==> src/rtl/core/wufm_pkg.sv <==
package wufm_pkg;

  localparam int unsigned NODE_W  = 16;
  localparam int unsigned TOTAL_W = 32;

  localparam logic [TOTAL_W-1:0] TOTAL_MAX = {TOTAL_W{1'b1}};

  localparam logic REL_SAME = 1'b0;
  localparam logic REL_EATS = 1'b1;

  typedef logic [1:0] mod3_t;

  typedef struct packed {
    logic valid;
    logic bad;
  } res_t;

  // Sum of two residues in the range zero to two, reduced modulo three.
  function automatic mod3_t mod3_add(input mod3_t x, input mod3_t y);
    logic [2:0] s;
    s = {1'b0, x} + {1'b0, y};
    if (s >= 3'd3) begin
      s = s - 3'd3;
    end
    return s[1:0];
  endfunction

  // Additive inverse modulo three.
  function automatic mod3_t mod3_neg(input mod3_t x);
    mod3_t r;
    case (x)
      2'd1:    r = 2'd2;
      2'd2:    r = 2'd1;
      default: r = 2'd0;
    endcase
    return r;
  endfunction

endpackage

==> src/rtl/core/wufm_ctrl.sv <==
module wufm_ctrl
  import wufm_pkg::*;
#(
  parameter int unsigned MAX_NODES = 65536,
  parameter int unsigned AW        = 16
) (
  input  logic              clk_i,
  input  logic              rst_ni,
  input  logic              in_valid_i,
  output logic              in_ready_o,
  input  logic              relation_i,
  input  logic [NODE_W-1:0] node_a_i,
  input  logic [NODE_W-1:0] node_b_i,
  input  logic [NODE_W-1:0] node_count_i,
  input  logic              res_free_i,
  output res_t              res_o,
  output logic              mem_we_o,
  output logic [AW-1:0]     mem_waddr_o,
  output logic [AW-1:0]     mem_wparent_o,
  output logic [1:0]        mem_woff_o,
  output logic [AW-1:0]     mem_raddr_o,
  input  logic [AW-1:0]     mem_rparent_i,
  input  logic [1:0]        mem_roff_i
);

  localparam logic [AW-1:0] LAST_IDX = AW'(MAX_NODES - 1);

  typedef enum logic [6:0] {
    S_CLEAR = 7'b0000001,
    S_IDLE  = 7'b0000010,
    S_WALK  = 7'b0000100,
    S_PACK  = 7'b0001000,
    S_WANT  = 7'b0010000,
    S_JOIN  = 7'b0100000,
    S_DONE  = 7'b1000000
  } state_e;

  state_e        state_q, state_d;
  logic [AW-1:0] cur_q, cur_d;
  logic [AW-1:0] start_q, start_d;
  logic [AW-1:0] root_q, root_d;
  logic [AW-1:0] ra_q, ra_d;
  logic [AW-1:0] nb_q, nb_d;
  mod3_t         pot_q, pot_d;
  mod3_t         t_q, t_d;
  mod3_t         pa_q, pa_d;
  mod3_t         want_q, want_d;
  logic          rel_q, rel_d;
  logic          which_q, which_d;
  logic          bad_q, bad_d;

  mod3_t         alu_x, alu_y, alu_s;
  logic          fin;
  logic [AW-1:0] root_n;
  logic          range_bad;

  assign alu_s = mod3_add(alu_x, alu_y);

  assign range_bad = (node_a_i > node_count_i) || (node_b_i > node_count_i) ||
                     (32'(node_a_i) >= MAX_NODES) || (32'(node_b_i) >= MAX_NODES);

  always_comb begin
    state_d       = state_q;
    cur_d         = cur_q;
    start_d       = start_q;
    root_d        = root_q;
    ra_d          = ra_q;
    nb_d          = nb_q;
    pot_d         = pot_q;
    t_d           = t_q;
    pa_d          = pa_q;
    want_d        = want_q;
    rel_d         = rel_q;
    which_d       = which_q;
    bad_d         = bad_q;
    alu_x         = pot_q;
    alu_y         = mem_roff_i;
    fin           = 1'b0;
    root_n        = root_q;
    in_ready_o    = 1'b0;
    res_o         = '0;
    mem_we_o      = 1'b0;
    mem_waddr_o   = cur_q;
    mem_wparent_o = root_q;
    mem_woff_o    = t_q;
    mem_raddr_o   = cur_q;

    unique case (state_q)
      S_CLEAR: begin
        mem_we_o      = 1'b1;
        mem_waddr_o   = cur_q;
        mem_wparent_o = cur_q;
        mem_woff_o    = '0;
        cur_d         = cur_q + AW'(1);
        if (cur_q == LAST_IDX) begin
          state_d = S_IDLE;
        end
      end
      S_IDLE: begin
        in_ready_o  = 1'b1;
        mem_raddr_o = AW'(node_a_i);
        if (in_valid_i) begin
          rel_d   = relation_i;
          start_d = AW'(node_a_i);
          cur_d   = AW'(node_a_i);
          nb_d    = AW'(node_b_i);
          pot_d   = '0;
          which_d = 1'b0;
          bad_d   = 1'b0;
          if (range_bad || (relation_i == REL_EATS && node_a_i == node_b_i)) begin
            bad_d   = 1'b1;
            state_d = S_DONE;
          end else if (node_a_i == node_b_i) begin
            state_d = S_DONE;
          end else begin
            state_d = S_WALK;
          end
        end
      end
      S_WALK: begin
        alu_x = pot_q;
        alu_y = mem_roff_i;
        if (mem_rparent_i == cur_q) begin
          root_n = cur_q;
          root_d = cur_q;
          t_d    = pot_q;
          cur_d  = start_q;
          if (start_q == cur_q) begin
            fin = 1'b1;
          end else begin
            mem_raddr_o = start_q;
            state_d     = S_PACK;
          end
        end else begin
          mem_raddr_o = mem_rparent_i;
          cur_d       = mem_rparent_i;
          pot_d       = alu_s;
        end
      end
      S_PACK: begin
        alu_x         = t_q;
        alu_y         = mod3_neg(mem_roff_i);
        mem_we_o      = 1'b1;
        mem_waddr_o   = cur_q;
        mem_wparent_o = root_q;
        mem_woff_o    = t_q;
        t_d           = alu_s;
        cur_d         = mem_rparent_i;
        if (mem_rparent_i == root_q) begin
          fin = 1'b1;
        end else begin
          mem_raddr_o = mem_rparent_i;
        end
      end
      S_WANT: begin
        alu_x   = {1'b0, rel_q};
        alu_y   = pot_q;
        want_d  = alu_s;
        state_d = S_JOIN;
      end
      S_JOIN: begin
        alu_x = pa_q;
        alu_y = mod3_neg(want_q);
        if (ra_q == root_q) begin
          bad_d = (want_q != pa_q);
        end else begin
          mem_we_o      = 1'b1;
          mem_waddr_o   = root_q;
          mem_wparent_o = ra_q;
          mem_woff_o    = alu_s;
        end
        state_d = S_DONE;
      end
      S_DONE: begin
        res_o.valid = 1'b1;
        res_o.bad   = bad_q;
        if (res_free_i) begin
          state_d = S_IDLE;
        end
      end
      default: begin
        state_d = S_IDLE;
      end
    endcase

    // The walk of the first node hands over to the walk of the second.
    if (fin) begin
      if (!which_q) begin
        ra_d        = root_n;
        pa_d        = pot_q;
        which_d     = 1'b1;
        start_d     = nb_q;
        cur_d       = nb_q;
        pot_d       = '0;
        mem_raddr_o = nb_q;
        state_d     = S_WALK;
      end else begin
        state_d = S_WANT;
      end
    end
  end

  always_ff @(posedge clk_i or negedge rst_ni) begin
    if (!rst_ni) begin
      state_q <= S_CLEAR;
      cur_q   <= '0;
      which_q <= 1'b0;
      bad_q   <= 1'b0;
    end else begin
      state_q <= state_d;
      cur_q   <= cur_d;
      which_q <= which_d;
      bad_q   <= bad_d;
    end
  end

  always_ff @(posedge clk_i) begin
    start_q <= start_d;
    root_q  <= root_d;
    ra_q    <= ra_d;
    nb_q    <= nb_d;
    pot_q   <= pot_d;
    t_q     <= t_d;
    pa_q    <= pa_d;
    want_q  <= want_d;
    rel_q   <= rel_d;
  end

endmodule

==> config.mk <==
export PLATFORM = sky130hd
export DESIGN_NAME = wufm_ctrl
export DESIGN_NICKNAME = d
export VERILOG_FILES = /design/src/rtl/core/wufm_pkg.sv /design/src/rtl/core/wufm_ctrl.sv
export SDC_FILE = /design/constraint.sdc
export NUM_CORES = 1
export LEC_CHECK = 0
export ABC_AREA = 1
export BUFFER_PORTS_ARGS = -buffer_cell sky130_fd_sc_hd__buf_2
export CORE_MARGIN = 4
export CORE_UTILIZATION = 28
export DETAILED_ROUTE_END_ITERATION = 8
export PLACE_DENSITY = 0.52
export RECOVER_POWER = 50
export SETUP_SLACK_MARGIN = 0.2
export SLEW_MARGIN = 20
export SYNTH_ARGS = -nofsm -noshare
export SYNTH_HDL_FRONTEND = slang
export SYNTH_SLANG_ARGS = --single-unit
==> constraint.sdc <==
create_clock -name clk_i -period 3.6 [get_ports clk_i]
set_input_delay 0.18 -clock clk_i [delete_from_list [all_inputs] [get_ports clk_i]]
set_output_delay 0.18 -clock clk_i [all_outputs]
set_load 0.01 [all_outputs]
* Word-level counts from Yosys, hierarchy flattened
Cells that the tools add are included.
Word-level totals: bits in registers 98, output and inout bits 54, logic and storage cells 119, input bits 71
Operators by class: magnitude comparators 3, equal/unequal tests 27, add/subtract/negate cells 3, reductions and logical operators 11, mux-type cells 61, bitwise gates (word level) 1
Operators with widths (number):
- 2-to-1 mux 16 bit | 18
- equality test 16 bit | 5
- one-hot mux 16 bit (4 select lines) | 1
- 2-to-1 mux 7 bit | 8
- one-hot mux 7 bit (7 select lines) | 1
- one-hot mux 16 bit (3 select lines) | 1
- greater-than comparator 16 bit | 2
- one-hot mux 16 bit (2 select lines) | 1
- one-hot mux 2 bit (2 select lines) | 5
- adder 16 x 1 -> 16 bit, second input constant | 1
- equality test 16 bit, second input constant | 1
- 2-to-1 mux 2 bit | 8
- != test 3 bit, second input constant | 5
- 2-to-1 mux 1 bit | 12
- one-hot mux 2 bit (3 select lines) | 2
- != test 2 bit, second input constant | 4
- equality test 7 x 1 -> 1 bit, second input constant | 1
- equality test 7 x 2 -> 1 bit, second input constant | 1
- equality test 7 x 3 -> 1 bit, second input constant | 1
- equality test 7 x 4 -> 1 bit, second input constant | 1
- equality test 7 x 5 -> 1 bit, second input constant | 1
- equality test 7 x 6 -> 1 bit, second input constant | 1
- equality test 7 bit, second input constant | 1
- one-hot mux 1 bit (2 select lines) | 3
- other kinds (15) | 21

* Longest topological paths before layout
word-level depth 10, depth in mapped cells 19, mapped depth without buffers 18

* Least setup slack after synthesis
OpenSTA, ideal clock, no wires.
path kind register -> output, start point register state_q[3], end point output mem_woff_o[1], data required time 3420 ps, data arrival time 3152 ps, buffers on the path 0, cell stages (with the launch flop) 17, setup slack 268 ps, cells stage by stage dfrtp_1 -> nor2_1 -> nand2_1 -> nor4_1 -> inv_1 -> nand3_1 -> nor2_1 -> a41oi_1 -> ha_1 -> fa_1 -> ha_1 -> nor2_1 -> nand2_1 -> nand2_1 -> o21a_1 -> inv_1 -> o22ai_1
Between the ends: longest elaborated chain between the ends 7, elaborated cells on any way between the ends 12, those cells by class 2 x add/sub; 1 x order compare; 4 x eq/ne; 5 x mux
Ends and longest elaborated chain:
- start: declaration | RTL line wufm_ctrl.sv:38 | state_e state_q, state_d;
- start signal: assignment | RTL line wufm_ctrl.sv:210 | state_q <= state_d;
- equality test 7 x 6 -> 1 bit, or another cell as far along | RTL line wufm_ctrl.sv:88 | unique case (state_q)
- one-hot mux 2 bit (3 select lines) | RTL line wufm_ctrl.sv:88
- adder 2 x 2 -> 3 bit * | RTL line wufm_pkg.sv:21 | s = {1'b0, x} + {1'b0, y};
- >= comparator 3 x 2 -> 1 bit or subtractor 2 bit (tied branches) | RTL line wufm_pkg.sv:22, wufm_pkg.sv:23
- 2-to-1 mux 2 bit * | RTL line wufm_pkg.sv:22 | if (s >= 3'd3) begin
- net alu_s[1] | RTL line wufm_ctrl.sv:52 | mod3_t alu_x, alu_y, alu_s;
- 2-to-1 mux 2 bit * | RTL line wufm_ctrl.sv:164 | if (ra_q == root_q) begin
- one-hot mux 2 bit (2 select lines) * | RTL line wufm_ctrl.sv:88
- end: declaration | RTL line wufm_ctrl.sv:20 | output logic [1:0] mem_woff_o,
The timed path passes the listed nets; every way through them passes the cells marked *.

* Worst setup path after layout
start point register state_q[1], end point output mem_woff_o[1]
Same word-level chain as after synthesis.

==> metrics.md <==
| Metric | Value |
|---|---|
| Run status | finished, violations left |
| Violations in the final reports | max-capacitance violations, max-slew violations |
| Minimum clock period after layout | 3480 ps |
| Int Power | 3390 µW |
| Fraction of post-synthesis cell area in the top cell type by area | 0.228 |
| Kind of launch point of the worst setup path | flip-flop |
| DIE WIDTH | 179 µm |
| Cell count after synthesis | 1278 |
| FF/Latch Area | 0.00248 mm² |
| Core utilization of the finished layout | 0.346 |
| Layout Nets | 1533 |
| Vias in the first global route | 8511 |
| Switching power total | 3090 µW |
| Number of buffers created by CTS | 9 |
| Cell chosen for the clock root | sky130_fd_sc_hd__clkbuf_16 |
| WHS | 67.0 ps |
| Leak pwr | 0.00519 µW |
| Sequential fraction of the synthesis area | 0.302 |
| Number of cells on the worst reg-to-reg path | 24 |
| Routability-driven placement congestion ratio | 0.912 |
| Sequential power share | 0.276 |
| Critical setup path kind | reg -> out |
| Hold-critical path depth | 1 |
| Count of max-cap constraint violations | 1 |
| Antenna violations before repair | 0 |
| Final setup viols | 0 |
| Total core area | 0.0288 mm² |
| Wire length of the first global-routing pass | 48100 µm |
| Normalized max-slew margin | -0.128 |
| Total iterations of the first detailed-routing run | 6 |
| Total global-route track usage | 0.193 |
| Via-per-instance ratio | 4.87 |
| Maximum vdd ir drop | 226 µV |
| HPWL after DPL | 23400 µm |
| Via count | 8841 |
| I/O pin count | 125 |
| Fraction of power consumed by combinational cells | 0.578 |
| Initial DRC count | 812 |
| Maximum clock frequency | 0.287 GHz |
| Net switching share of the total power | 0.477 |
| Setup repair after global routing missed its margin | true |
| Register-to-register setup slack | 270 ps |
| Largest fanout on the critical path | 4 |
| Endpoint with the worst hold slack | rel_q$_DFFE_PP_ |
| Count of input and output buffers | 124 |
| Net count of the mapped netlist | 1385 |
| Share of final-layout standard cells stronger than drive strength 1 | 0.184 |
| Number of different library cells in the post-synthesis netlist | 44 |
| Critical register-to-register path endpoint | state_q[1]$_DFFE_PN0P_ |
| Area growth from synthesis to layout | 21.4% |
| Routed wire per std cell | 17.2 µm |
| Total area of multi-input combinational cells | 0.00500 mm² |
| Sum of routed wire length over all layers | 31200 µm |
| Cell type with the largest total area after synthesis | sky130_fd_sc_hd__nand2_1 |
| N_diodes | 0 |
| Number of hold violations in the final report | 0 |
| Gr ovfl total | 0 |
| Overall die height | 179 µm |
| Launch point of the worst hold path | relation_i |
| Relative contribution of the clock network to total power | 0.146 |
| Die Area | 0.0321 mm² |
| Antenna-violating nets left | 0 |
| Power Dens Cells | 651 mW/mm² |
| Clock transition at the registers of the reported paths | 60 ps |
| Warnings from Yosys | 0 |
| Critical Path Sink Type | output pin |
| Number of buffers between clock root and the deepest sink | 2 |
| Maximum clock skew at final layout | 10.9 ps |
| Final setup margin | 118 ps |
| RR Startpoint | state_q[0]$_DFFE_PN1P_ |
| Number of remaining DRC errors | 0 |
| CTS H-tree lvls | 3 |
| Worst-Margin Slew | 1690 ps |
| Dpl ws | 279 ps |
| Clock tree from TritonCTS | done |
| Worst setup startpoint | state_q[1]$_DFFE_PN0P_ |
| Crit path DAT | 3300 ps |
| Filler cells | 3128 |
| Maximum number of pins on one net before global-route repair | 52 |
| Crit share post-route | 0.967 |
| Synth Cell Area | 0.00820 mm² |
| Post-synthesis average cell area | 6.42 µm² |
| Core Rows | 62 |
| CTS sink count | 98 |
| Largest cells by area after synthesis | sky130_fd_sc_hd__nand2_1 23%, sky130_fd_sc_hd__edfxtp_1 14%, sky130_fd_sc_hd__dfxtp_1 8.3%, sky130_fd_sc_hd__dfrtp_1 7.3%, sky130_fd_sc_hd__nand3_1 6.2% |
| Number of pins exceeding their max-slew limit in the final report | 26 |
| Worst hold path type | in -> reg |
| Worst skew pair latency | 360 ps |
| CP Data Required Time | 3420 ps |
| Synth Register Bits | 98 |
| Starting Density | 0.285 |
power groups by stage:
| stage | logic (µW) | registers [µW] | clock network, µW |
|---|---|---|---|
| after global routing | 4180 | 1830 | 1010 |
| after floorplan | 2350 | 1570 | 0 |
| after detailed placement | 3320 | 1790 | 0 |
| after CTS | 3600 | 1760 | 976 |
| final | 3750 | 1790 | 946 |
| after global placement | 3320 | 1780 | 0 |
worst max-delay path: stages (launching register included):
cell,delay (ps)
sky130_fd_sc_hd__dfrtp_1,420
sky130_fd_sc_hd__nor2_4,170
sky130_fd_sc_hd__nand2_4,90
sky130_fd_sc_hd__inv_2,70
sky130_fd_sc_hd__nand4_1,100
sky130_fd_sc_hd__buf_6,160
sky130_fd_sc_hd__inv_4,60
sky130_fd_sc_hd__nand3_2,70
sky130_fd_sc_hd__a41oi_2,190
sky130_fd_sc_hd__ha_2,200
sky130_fd_sc_hd__fa_1,430
sky130_fd_sc_hd__ha_2,210
sky130_fd_sc_hd__nor2_4,110
sky130_fd_sc_hd__nand2_2,80
sky130_fd_sc_hd__nand2_1,70
sky130_fd_sc_hd__o21a_1,160
sky130_fd_sc_hd__inv_2,50
sky130_fd_sc_hd__o22ai_1,150
sky130_fd_sc_hd__buf_2,150
what timing repair did:
action                                 CTS  global route
resized for setup                       22            33
setup buffers                           29             9
pin swaps                               11            14
hold buffers                             1             0
setup endpoints to repair                2            39
endpoints found under the hold margin   24             0
cell usage after synthesis (all sizes together):
master   instances
a21oi           28
a211oi           2
a22oi            1
ha              35
o211ai           5
o221ai          15
and2             1
nand2          513
nand3b          18
o21ai           73
edfxtp          39
o21a             1
nand4           17
dfstp            1
inv            151
a21o             2
clkbuf          19
nor3            15
xnor2           20
o22ai           13
o211a            1
nand3          101
nor2            92
clkinv           3
nor4             3
fa               1
dfrtp           24
xor2            12
buf             33
o2111ai          1
or2              1
a41oi            1
a31oi            2
dfxtp           34
how the worst max path moves through the flow:
stage | end | slack, ps | cells after the start
after floorplan | mem_woff_o[1] | 270 | 16
final | mem_woff_o[1] | 120 | 18
after global placement | mem_woff_o[1] | 280 | 17
after CTS | mem_woff_o[1] | 200 | 19
after global routing | mem_woff_o[1] | -10 | 17
after detailed placement | mem_woff_o[1] | 280 | 17
layout by cell type, fill, tap and decap left out, types with 9 or more instances in the layout:
cell and count:
sky130_fd_sc_hd__clkbuf_16 9, sky130_fd_sc_hd__nor3_1 14, sky130_fd_sc_hd__nand2_1 492, sky130_fd_sc_hd__ha_1 33, sky130_fd_sc_hd__clkbuf_1 19, sky130_fd_sc_hd__buf_4 59
sky130_fd_sc_hd__xnor2_1 20, sky130_fd_sc_hd__nand4_1 17, sky130_fd_sc_hd__xor2_1 12, sky130_fd_sc_hd__buf_2 106, sky130_fd_sc_hd__nand2_4 14, sky130_fd_sc_hd__dfrtp_1 20
sky130_fd_sc_hd__a21oi_1 27, sky130_fd_sc_hd__nand3_1 99, sky130_fd_sc_hd__o22ai_1 13, sky130_fd_sc_hd__o21ai_0 69, sky130_fd_sc_hd__dfxtp_1 34, sky130_fd_sc_hd__o221ai_1 15
sky130_fd_sc_hd__nand3b_1 18, sky130_fd_sc_hd__inv_1 123, sky130_fd_sc_hd__nor2_1 80, sky130_fd_sc_hd__edfxtp_1 39, sky130_fd_sc_hd__inv_2 24
registers in the layout, summed over array words and instances (netlist names), 2 cells and up:
register,cells
pa_q,2
pot_q,2
cur_q,16
start_q,16
nb_q,16
ra_q,16
root_q,16
t_q,2
want_q,2
state_q,7
area by class of cell:
class,count,area share
tap,384,0.0483
sequential,98,0.249
multi-input combinational,974,0.502
timing repair buffer,189,0.112
inverter,154,0.0597
clock buffer,12,0.0258
clock inverter,4,0.00264
metal layers:
| metal | track usage | vias up | part of all wire |
|---|---|---|---|
| li1 | - | 4416 | - |
| met1 | 0.283 | 3996 | 0.47 |
| met2 | 0.290 | 380 | 0.42 |
| met3 | 0.0329 | 49 | 0.084 |
| met4 | 0.0562 | 0 | 0.024 |
| met5 | 0 | - | 0 |
per-stage QoR:
step	setup TNS [ps]	total power [µW]	cell area (µm²)	std cells
2_1_floorplan	0	3920	8200	1278
6_report	0	6480	9960	1815
3_3_place_gp	0	5100	9230	1760
5_1_grt	-9.87	7010	9960	1815
4_1_cts	0	6340	9810	1806
3_5_place_dp	0	5100	9230	1760
logic make-up after synthesis:
group,after synthesis,synth area share
adders and majority gates,36,0.0558
DFF,98,0.302
buffers and inverters,206,0.106
xor gates and xnor gates,32,0.0342
AOI/OAI and AO/OA,145,0.102
and+or+nand+nor,761,0.399
Note: power is estimated with default switching activity, not from simulation.
